**src/hdl/spqt_pkg.sv**
```systemverilog
package spqt_pkg;

  localparam int DEPTH_DEF      = 16;
  localparam int KEY_WIDTH_DEF  = 32;
  localparam int PRIO_WIDTH_DEF = 16;

  localparam int OP_W     = 2;
  localparam int STATUS_W = 3;

  localparam logic [OP_W-1:0] OP_ENQUEUE = 2'd0;
  localparam logic [OP_W-1:0] OP_DEQUEUE = 2'd1;
  localparam logic [OP_W-1:0] OP_CHANGE  = 2'd2;
  localparam logic [OP_W-1:0] OP_CLEAR   = 2'd3;

  localparam logic [STATUS_W-1:0] STS_OK          = 3'd0;
  localparam logic [STATUS_W-1:0] STS_EMPTY       = 3'd1;
  localparam logic [STATUS_W-1:0] STS_NOT_FOUND   = 3'd2;
  localparam logic [STATUS_W-1:0] STS_LESS_URGENT = 3'd3;
  localparam logic [STATUS_W-1:0] STS_FULL        = 3'd4;

  typedef struct packed {
    logic                load;      // latch key and prio of a new item
    logic                insert;
    logic                rm_head;
    logic                rm_sel;
    logic                search;
    logic                clear;
    logic                out_load;
    logic [STATUS_W-1:0] status;
  } cmd_t;

  typedef struct packed {
    logic full;
    logic empty;
    logic found;
    logic sel_gt;   // stored prio of the match is larger than the new one
    logic sel_lt;
  } sts_t;

endpackage

```
**src/hdl/spqt_ctrl.sv**
```systemverilog
module spqt_ctrl (
  input  logic                      clk,
  input  logic                      rst_n,
  input  logic                      in_valid,
  input  logic [spqt_pkg::OP_W-1:0] in_operation,
  output logic                      in_stall,
  output logic                      out_valid,
  input  logic                      out_stall,
  input  spqt_pkg::sts_t            sts,
  output spqt_pkg::cmd_t            cmd
);
  import spqt_pkg::*;

  localparam logic [2:0] ST_IDLE   = 3'd0;
  localparam logic [2:0] ST_EXEC   = 3'd1;
  localparam logic [2:0] ST_CHECK  = 3'd2;
  localparam logic [2:0] ST_INSERT = 3'd3;
  localparam logic [2:0] ST_RESULT = 3'd4;

  logic [2:0]          state_r, state_nxt;
  logic [OP_W-1:0]     op_r, op_nxt;
  logic [STATUS_W-1:0] status_r, status_nxt;
  logic                out_valid_r, out_valid_nxt;
  logic                out_free;
  logic                accept;

  assign out_free  = !out_valid_r || !out_stall;
  assign in_stall  = !rst_n ||
                     !((state_r == ST_IDLE) || ((state_r == ST_RESULT) && out_free));
  assign accept    = in_valid && !in_stall;
  assign out_valid = out_valid_r;

  always_comb begin
    state_nxt  = state_r;
    op_nxt     = op_r;
    status_nxt = status_r;
    cmd        = '0;
    cmd.status = status_r;
    case (state_r)
      ST_IDLE: begin
        if (accept) begin
          cmd.load   = 1'b1;
          op_nxt     = in_operation;
          status_nxt = STS_OK;
          state_nxt  = ST_EXEC;
        end
      end
      ST_EXEC: begin
        state_nxt = ST_RESULT;
        case (op_r)
          OP_ENQUEUE: begin
            if (sts.full) status_nxt = STS_FULL;
            else cmd.insert = 1'b1;
          end
          OP_DEQUEUE: begin
            if (sts.empty) status_nxt = STS_EMPTY;
            else cmd.rm_head = 1'b1;
          end
          OP_CHANGE: begin
            cmd.search = 1'b1;
            state_nxt  = ST_CHECK;
          end
          default: cmd.clear = 1'b1;
        endcase
      end
      ST_CHECK: begin
        state_nxt = ST_RESULT;
        if (!sts.found) begin
          status_nxt = STS_NOT_FOUND;
        end else if (sts.sel_gt) begin
          // pull the match out, then put it back at its new place
          cmd.rm_sel = 1'b1;
          state_nxt  = ST_INSERT;
        end else if (sts.sel_lt) begin
          status_nxt = STS_LESS_URGENT;
        end
      end
      ST_INSERT: begin
        cmd.insert = 1'b1;
        state_nxt  = ST_RESULT;
      end
      ST_RESULT: begin
        if (out_free) begin
          cmd.out_load = 1'b1;
          state_nxt    = ST_IDLE;
          if (accept) begin
            cmd.load   = 1'b1;
            op_nxt     = in_operation;
            status_nxt = STS_OK;
            state_nxt  = ST_EXEC;
          end
        end
      end
      default: state_nxt = ST_IDLE;
    endcase
  end

  always_comb begin
    out_valid_nxt = out_valid_r;
    if (cmd.out_load) out_valid_nxt = 1'b1;
    else if (!out_stall) out_valid_nxt = 1'b0;
  end

  always_ff @(posedge clk) begin
    if (!rst_n) begin
      state_r     <= ST_IDLE;
      out_valid_r <= 1'b0;
    end else begin
      state_r     <= state_nxt;
      out_valid_r <= out_valid_nxt;
    end
  end

  always_ff @(posedge clk) begin
    op_r     <= op_nxt;
    status_r <= status_nxt;
  end

endmodule

```
**src/hdl/spqt_dpath.sv**
```systemverilog
module spqt_dpath #(
  parameter int DEPTH      = spqt_pkg::DEPTH_DEF,
  parameter int KEY_WIDTH  = spqt_pkg::KEY_WIDTH_DEF,
  parameter int PRIO_WIDTH = spqt_pkg::PRIO_WIDTH_DEF,
  parameter int CNT_W      = $clog2(DEPTH + 1)
) (
  input  logic                          clk,
  input  logic                          rst_n,
  input  spqt_pkg::cmd_t                cmd,
  input  logic [KEY_WIDTH-1:0]          in_key,
  input  logic signed [PRIO_WIDTH-1:0]  in_prio,
  output spqt_pkg::sts_t                sts,
  output logic [spqt_pkg::STATUS_W-1:0] out_status,
  output logic [KEY_WIDTH-1:0]          out_taken_key,
  output logic signed [PRIO_WIDTH-1:0]  out_taken_prio,
  output logic [KEY_WIDTH-1:0]          out_head_key,
  output logic signed [PRIO_WIDTH-1:0]  out_head_prio,
  output logic                          out_is_empty,
  output logic [CNT_W-1:0]              out_entry_count
);
  import spqt_pkg::*;

  logic [KEY_WIDTH-1:0]         key_r   [DEPTH];
  logic [KEY_WIDTH-1:0]         key_nxt [DEPTH];
  logic signed [PRIO_WIDTH-1:0] prio_r   [DEPTH];
  logic signed [PRIO_WIDTH-1:0] prio_nxt [DEPTH];
  logic [CNT_W-1:0]             count_r, count_nxt;

  logic [KEY_WIDTH-1:0]         item_key_r;
  logic signed [PRIO_WIDTH-1:0] item_prio_r;
  logic [KEY_WIDTH-1:0]         taken_key_r;
  logic signed [PRIO_WIDTH-1:0] taken_prio_r;

  logic [DEPTH-1:0]             goes_before;
  logic [DEPTH-1:0]             hit;
  logic [DEPTH-1:0]             first_hit;
  logic [DEPTH-1:0]             sel_r;
  logic [DEPTH-1:0]             rm_mask;
  logic signed [PRIO_WIDTH-1:0] sel_prio;
  logic                         found_r, sel_gt_r, sel_lt_r;
  logic                         removing;

  logic [STATUS_W-1:0]          out_status_r;
  logic [KEY_WIDTH-1:0]         out_taken_key_r, out_head_key_r;
  logic signed [PRIO_WIDTH-1:0] out_taken_prio_r, out_head_prio_r;
  logic                         out_is_empty_r;
  logic [CNT_W-1:0]             out_entry_count_r;

  assign removing = cmd.rm_head || cmd.rm_sel;

  for (genvar i = 0; i < DEPTH; i++) begin : g_cell
    logic                         valid;
    logic                         prev_before;
    logic                         from_above;
    logic [KEY_WIDTH-1:0]         key_lo, key_hi;
    logic signed [PRIO_WIDTH-1:0] prio_lo, prio_hi;

    assign valid = CNT_W'(i) < count_r;
    // free slots count as "goes before", so the insert point is the first set bit
    assign goes_before[i] = !valid || (prio_r[i] > item_prio_r) ||
                            ((prio_r[i] == item_prio_r) && (item_key_r > key_r[i]));
    // the port may already carry the next item, so match on the latched key
    assign hit[i]       = valid && (key_r[i] == item_key_r);
    assign first_hit[i] = hit[i] && !(|(hit & ({DEPTH{1'b1}} >> (DEPTH - i))));
    assign from_above   = |(sel_r & ({DEPTH{1'b1}} >> (DEPTH - 1 - i)));
    assign rm_mask[i]   = cmd.rm_head || from_above;

    if (i == 0) begin : g_first
      assign prev_before = 1'b0;
      assign key_lo      = '0;
      assign prio_lo     = '0;
    end else begin : g_rest
      assign prev_before = goes_before[i-1];
      assign key_lo      = key_r[i-1];
      assign prio_lo     = prio_r[i-1];
    end

    if (i == DEPTH - 1) begin : g_last
      assign key_hi  = '0;
      assign prio_hi = '0;
    end else begin : g_inner
      assign key_hi  = key_r[i+1];
      assign prio_hi = prio_r[i+1];
    end

    always_comb begin
      key_nxt[i]  = key_r[i];
      prio_nxt[i] = prio_r[i];
      if (cmd.insert) begin
        if (prev_before) begin
          key_nxt[i]  = key_lo;
          prio_nxt[i] = prio_lo;
        end else if (goes_before[i]) begin
          key_nxt[i]  = item_key_r;
          prio_nxt[i] = item_prio_r;
        end
      end else if (removing && rm_mask[i]) begin
        key_nxt[i]  = key_hi;
        prio_nxt[i] = prio_hi;
      end
    end
  end

  always_comb begin
    sel_prio = '0;
    for (int i = 0; i < DEPTH; i++) begin
      if (first_hit[i]) sel_prio = prio_r[i];
    end
  end

  always_comb begin
    count_nxt = count_r;
    if (cmd.clear) count_nxt = '0;
    else if (cmd.insert) count_nxt = count_r + CNT_W'(1);
    else if (removing) count_nxt = count_r - CNT_W'(1);
  end

  always_ff @(posedge clk) begin
    if (!rst_n) count_r <= '0;
    else count_r <= count_nxt;
  end

  always_ff @(posedge clk) begin
    for (int i = 0; i < DEPTH; i++) begin
      key_r[i]  <= key_nxt[i];
      prio_r[i] <= prio_nxt[i];
    end
    if (cmd.load) begin
      item_key_r   <= in_key;
      item_prio_r  <= in_prio;
      taken_key_r  <= '0;
      taken_prio_r <= '0;
    end else if (cmd.rm_head) begin
      taken_key_r  <= key_r[0];
      taken_prio_r <= prio_r[0];
    end
    if (cmd.search) begin
      sel_r    <= first_hit;
      found_r  <= |first_hit;
      sel_gt_r <= sel_prio > item_prio_r;
      sel_lt_r <= sel_prio < item_prio_r;
    end else if (cmd.rm_sel) begin
      sel_r <= '0;
    end else if (cmd.load) begin
      sel_r <= '0;
    end
    if (cmd.out_load) begin
      out_status_r      <= cmd.status;
      out_taken_key_r   <= taken_key_r;
      out_taken_prio_r  <= taken_prio_r;
      out_head_key_r    <= (count_r != '0) ? key_r[0] : '0;
      out_head_prio_r   <= (count_r != '0) ? prio_r[0] : '0;
      out_is_empty_r    <= (count_r == '0);
      out_entry_count_r <= count_r;
    end
  end

  assign sts.full   = (count_r == CNT_W'(DEPTH));
  assign sts.empty  = (count_r == '0);
  assign sts.found  = found_r;
  assign sts.sel_gt = sel_gt_r;
  assign sts.sel_lt = sel_lt_r;

  assign out_status      = out_status_r;
  assign out_taken_key   = out_taken_key_r;
  assign out_taken_prio  = out_taken_prio_r;
  assign out_head_key    = out_head_key_r;
  assign out_head_prio   = out_head_prio_r;
  assign out_is_empty    = out_is_empty_r;
  assign out_entry_count = out_entry_count_r;

endmodule

```
**src/hdl/sorted_priority_queue_table.sv**
```systemverilog
// Channel  Direction  Handshake             Payload
// in_      input      in_valid / in_stall   in_operation, in_key, in_prio
// out_     output     out_valid / out_stall status, taken item, head, empty flag, count
//
// Enqueue, dequeue and clear each make one pass over the table; change priority
// makes a search pass and, when the entry moves, a remove pass and an insert
// pass. In each pass every slot of the register table compares and shifts at once.
// rst_n is synchronous: it empties the table and drops any pending result.
// A new item is taken while a finished result waits; the next result holds
// until out_stall falls.
module sorted_priority_queue_table #(
  parameter int DEPTH      = spqt_pkg::DEPTH_DEF,
  parameter int KEY_WIDTH  = spqt_pkg::KEY_WIDTH_DEF,
  parameter int PRIO_WIDTH = spqt_pkg::PRIO_WIDTH_DEF,
  parameter int CNT_W      = $clog2(DEPTH + 1)
) (
  input  logic                          clk,
  input  logic                          rst_n,
  input  logic                          in_valid,
  output logic                          in_stall,
  input  logic [spqt_pkg::OP_W-1:0]     in_operation,
  input  logic [KEY_WIDTH-1:0]          in_key,
  input  logic signed [PRIO_WIDTH-1:0]  in_prio,
  output logic                          out_valid,
  input  logic                          out_stall,
  output logic [spqt_pkg::STATUS_W-1:0] out_status,
  output logic [KEY_WIDTH-1:0]          out_taken_key,
  output logic signed [PRIO_WIDTH-1:0]  out_taken_prio,
  output logic [KEY_WIDTH-1:0]          out_head_key,
  output logic signed [PRIO_WIDTH-1:0]  out_head_prio,
  output logic                          out_is_empty,
  output logic [CNT_W-1:0]              out_entry_count
);
  import spqt_pkg::*;

  cmd_t cmd;
  sts_t sts;

  spqt_ctrl u_ctrl (
    .clk          (clk),
    .rst_n        (rst_n),
    .in_valid     (in_valid),
    .in_operation (in_operation),
    .in_stall     (in_stall),
    .out_valid    (out_valid),
    .out_stall    (out_stall),
    .sts          (sts),
    .cmd          (cmd)
  );

  spqt_dpath #(
    .DEPTH      (DEPTH),
    .KEY_WIDTH  (KEY_WIDTH),
    .PRIO_WIDTH (PRIO_WIDTH),
    .CNT_W      (CNT_W)
  ) u_dpath (
    .clk             (clk),
    .rst_n           (rst_n),
    .cmd             (cmd),
    .in_key          (in_key),
    .in_prio         (in_prio),
    .sts             (sts),
    .out_status      (out_status),
    .out_taken_key   (out_taken_key),
    .out_taken_prio  (out_taken_prio),
    .out_head_key    (out_head_key),
    .out_head_prio   (out_head_prio),
    .out_is_empty    (out_is_empty),
    .out_entry_count (out_entry_count)
  );

  a_count_bound: assert property (@(posedge clk) disable iff (!rst_n)
    out_valid |-> (out_entry_count <= CNT_W'(DEPTH)))
    else $error("entry count above depth");

  a_empty_flag: assert property (@(posedge clk) disable iff (!rst_n)
    out_valid |-> (out_is_empty == (out_entry_count == '0)))
    else $error("empty flag disagrees with count");

  a_full_status: assert property (@(posedge clk) disable iff (!rst_n)
    (out_valid && (out_status == STS_FULL)) |-> (out_entry_count == CNT_W'(DEPTH)))
    else $error("full status on a table that is not full");

  a_empty_status: assert property (@(posedge clk) disable iff (!rst_n)
    (out_valid && (out_status == STS_EMPTY)) |-> (out_is_empty && (out_taken_key == '0)))
    else $error("empty status with entries or a taken item");

endmodule
```
**config.mk**
```make
export PLATFORM = sky130hd
export DESIGN_NAME = sorted_priority_queue_table
export DESIGN_NICKNAME = d
export VERILOG_FILES = /design/src/hdl/spqt_pkg.sv /design/src/hdl/spqt_ctrl.sv /design/src/hdl/spqt_dpath.sv /design/src/hdl/sorted_priority_queue_table.sv
export SDC_FILE = /design/constraint.sdc
export NUM_CORES = 2
export LEC_CHECK = 0
export BUFFER_PORTS_ARGS = -buffer_cell sky130_fd_sc_hd__buf_2
export CORE_UTILIZATION = 25
export CTS_BUF_LIST = sky130_fd_sc_hd__clkbuf_4 sky130_fd_sc_hd__clkbuf_8
export CTS_CLUSTER_DIAMETER = 200
export CTS_CLUSTER_SIZE = 40
export DETAILED_ROUTE_END_ITERATION = 8
export SLEW_MARGIN = 20
export SYNTH_ARGS = -nofsm -noshare
export SYNTH_HDL_FRONTEND = slang
export SYNTH_SLANG_ARGS = --single-unit
```
**constraint.sdc**
```tcl
create_clock -name clk -period 6.9 [get_ports clk]
set_clock_uncertainty 0.1 [all_clocks]
set_input_delay 1.38 -clock clk [delete_from_list [all_inputs] [get_ports clk]]
set_output_delay 1.38 -clock clk [all_outputs]
set_load 0.02 [all_outputs]
```
==> results.py <==
metrics = {
    "floorplan": {
        "fp-row-count": 189,
        "dieArea_sq_um": 270000,
        "die_h_um": 520,
        "io-pin-count": 161,
        "core_sq_um": 266000,
        "start_util_pct": 25.2,
        "die_w_um": 520,
    },
    "place": {
        "dp_hpwl_um": 168000,
        "dp_cells": 10200,
        "routabilityCongestion": 0.940,
        "numPortBuffers": 160,
    },
    "worst_setup_path": {
        "path_class": "reg2reg",
        "crit_path_end_kind": "flop",
        "path_cells": "buf_4 > ha_1 > nand4_1 > nor4_2 > buf_4 > nand3_1 > nor2_1 > buf_4 > nor4_4 > buf_4 > a222oi_1 > o21ai_0 > a21oi_1 > o21ai_0 > a221oi_1 > o21ai_1 > ha_1 > o21a_1 > o21a_1 > o21ai_0 > a21boi_0 > o22ai_1 > a21oi_1",
        "cpMostUsedCell": "buf_4",
        "cp_top_family": "compound AO/OA/AOI/OAI gates",
        "slowest_stage": "nor4_2",
        "reg2regPathDepth": 23,
        "critPathBufInv": 4,
        "path_depth": 23,
        "worstPathArrival_ns": 6.99,
        "critPathRequiredTime_ns": 7.51,
        "slowest_delay_ns": 0.73,
        "startpoint_type": "flop",
        "cp_max_fo": 24,
    },
    "synthesis": {
        "avgSynthCellArea_sq_um": 9.95,
        "synth_cells": 6741,
        "postSynthNetCount": 7583,
        "ys_warn_count": 0,
        "yosys.area.top_type": "edfxtp_1",
        "async_reset_ff_share_pct": 0,
        "synthTopCellsByArea": "edfxtp_1, ha_1, mux2i_1, nand2_1, o21ai_0",
        "synth_commonest_cells": "edfxtp_1, nand2_1, ha_1, o21ai_0, inv_1",
        "synth_area_sq_um": 67100,
        "ys_types": 82,
        "yosysSeqAreaShare_pct": 44.0,
        "synth.most_common_cell": "edfxtp_1",
        "synth_edf_count": 945,
        "synthFlopType": "edfxtp_1",
        "synth.top_cell.area_share_pct": 42.3,
        "ys_ff_latch": 1002,
    },
    "global_routing": {
        "grt_pass1_vias": 51600,
        "grt_overflow": 0,
        "antenna_found_initial": 16,
        "grt_usage_pct": 15.7,
        "grt_max_degree": 221,
        "grt_pass1_wl_um": 330000,
    },
    "finish": {
        "fillers": 27900,
        "layout.cells.non_filler": 10300,
        "nets": 7588,
        "drive_gt1_share_pct": 7.15,
        "areaGrowthSynthToFinish_pct": 9.45,
    },
    "clock_network": {
        "clock_sinks": 1002,
        "numCtsBuffers": 29,
        "clock_latency_ns": 0.92,
        "post_cts_resized": 0,
        "cts_root_buffer": "clkbuf_8",
        "clk_pin_slew_worst_paths_ns": 0.27,
        "cts_tree": "done",
        "clockBufferDepth": 3,
        "htreeDepth": 1,
        "postCtsHoldBufs": 0,
        "post_cts_buffers": 0,
    },
    "sta": {
        "tightest_slew_ns": 1.14,
        "setup_viol": 0,
        "rsz0062_at_grt": "false",
        "hold_viol": 0,
        "fin_crit_sh_pct": 92.5,
        "min_period_ns": 6.38,
        "hold_ws_ns": 0.350,
        "slew_violations": 0,
        "relSlewSlack_pct": 23.3,
        "fmax_ghz": 0.157,
        "finalSetupTns_ns": 0,
    },
    "job": {
        "maxCapViolCount": 0,
    },
    "routing": {
        "dr.pass1.iters": 9,
        "ant_nets": 0,
        "drt_iter0_drc": 6019,
        "num_vias": 53300,
        "vias_per_cell": 5.17,
        "drt_wl_total_um": 221000,
        "wl_per_cell_um": 21.4,
        "route.detailed.drc": 1,
    },
    "hold_path": {
        "hp-class": "reg2reg",
        "holdPathStages": 0,
    },
    "power": {
        "vdd_drop_max_v": 0.000151,
        "p_leak_nw": 30.6,
        "powerDensity_nw_per_um2": 158,
    },
    "run_status": {
        "status": "finished, violations left",
        "failed_checks": "DRC",
    },
}
kinds of logic (layout without fill, tap and decap cells):
kind of cell	Yosys count	after routing	synth area share (%)
fa+ha+maj	788	788	14.7
buf+inv	941	969	5.40
simple gates	1846	1846	12.7
other cells	0	7	0
flops	1002	1002	44.0
xor+xnor	4	4	0.0523
mux	502	502	7.49
compound gates	1658	1658	15.7
sequential cells by signal, indices dropped and copies added, names as in the netlist, 5 cells and up:
register and count:
u_dpath.taken_key_r 32, u_dpath.out_head_prio 16, u_dpath.item_prio_r 16, u_dpath.prio_r 256, u_dpath.out_entry_count 5, u_dpath.sel_r 16, u_dpath.out_head_key 32, u_dpath.key_r 512
u_dpath.count_r 5, u_dpath.taken_prio_r 16, u_dpath.item_key_r 32, u_dpath.out_taken_prio 16, u_dpath.out_taken_key 32
per-stage QoR:
| stage | utilization, % | setup slack (ns) | total power [mW] | area (sq um) |
|---|---|---|---|---|
| 2_1_floorplan | - | 0.0458 | 8.56 | 67100 |
| 3_3_place_gp | 27.4 | 0.103 | 9.21 | 72800 |
| 3_5_place_dp | 27.4 | 0.556 | 9.27 | 72800 |
| 4_1_cts | 27.6 | 0.557 | 11.6 | 73400 |
| 5_1_grt | 27.6 | 0.276 | 12.1 | 73400 |
| 6_report | 27.6 | 0.520 | 11.6 | 73400 |
path summary, 6_finish.rpt:
| kind | start | end | slack (ns) |
|---|---|---|---|
| hold reg to reg | u_ctrl.status_r[0]$_DFFE_PP_ | u_dpath.out_status[0]$_DFFE_PP_ | 0.35 |
| setup / recovery | u_dpath.item_key_r[14]$_DFFE_PP_ | u_dpath.sel_gt_r$_DFFE_PP_ | 0.52 |
| setup reg to reg | u_dpath.item_key_r[14]$_DFFE_PP_ | u_dpath.sel_gt_r$_DFFE_PP_ | 0.52 |
| hold / removal | u_ctrl.status_r[0]$_DFFE_PP_ | u_dpath.out_status[0]$_DFFE_PP_ | 0.35 |
layout by cell type (no fill, tap or decap), types with 22 or more instances in the layout:
cell type and instances:
ha_1 788, a21o_1 161, o211ai_1 27, nor2b_1 92, mux2i_1 501, o21a_1 75
nand3_1 294, buf_4 187, o21ai_1 26, buf_2 160, clkbuf_8 29, clkbuf_4 22
nor2_1 293, nor3_1 51, nand2b_1 34, a21oi_1 334, nand4_1 155, o221ai_1 147
nand2_1 804, o311ai_0 99, inv_1 554, a222oi_1 27, o21ai_0 589, dfxtp_1 57
edfxtp_1 945
metal layers:
metal | GRT usage [%] | share of wire [%]
met5 | 0 | 0.046
met4 | 5.25 | 3.5
met3 | 1.67 | 6.5
met2 | 24.6 | 44
met1 | 22.3 | 46
worst register-to-register path: stages (launching register included):
cell and delay (ns):
edfxtp_1 0.53, buf_4 0.27, ha_1 0.33, nand4_1 0.15
nor4_2 0.74, buf_4 0.24, nand3_1 0.10, nor2_1 0.19
buf_4 0.18, nor4_4 0.06, buf_4 0.24, a222oi_1 0.56
o21ai_0 0.27, a21oi_1 0.36, o21ai_0 0.31, a221oi_1 0.34
o21ai_1 0.11, ha_1 0.33, o21a_1 0.12, o21a_1 0.16
o21ai_0 0.13, a21boi_0 0.10, o22ai_1 0.20, a21oi_1 0.08
power by group:
part / leakage [nW] / total [mW] / internal (mW) / switching [mW]
combinational: 21.1 / 1.93 / 0.676 / 1.26
sequential: 9.12 / 7.22 / 6.98 / 0.238
clock: 0.325 / 2.42 / 0.525 / 1.90
total: 30.6 / 11.6 / 8.18 / 3.40
layout make-up:
class	instances	area (sq um)	area share, %
multi-input cells	4798	34300	46.7
flip-flops and latches	1002	29500	40.2
well taps	3533	4420	6.02
repair buffers	361	2480	3.39
inverters	554	2080	2.83
clock buffers	51	564	0.769
clock inverters	3	42.5	0.0580
diodes	7	17.5	0.0239
(Power assumes the default switching activity.)
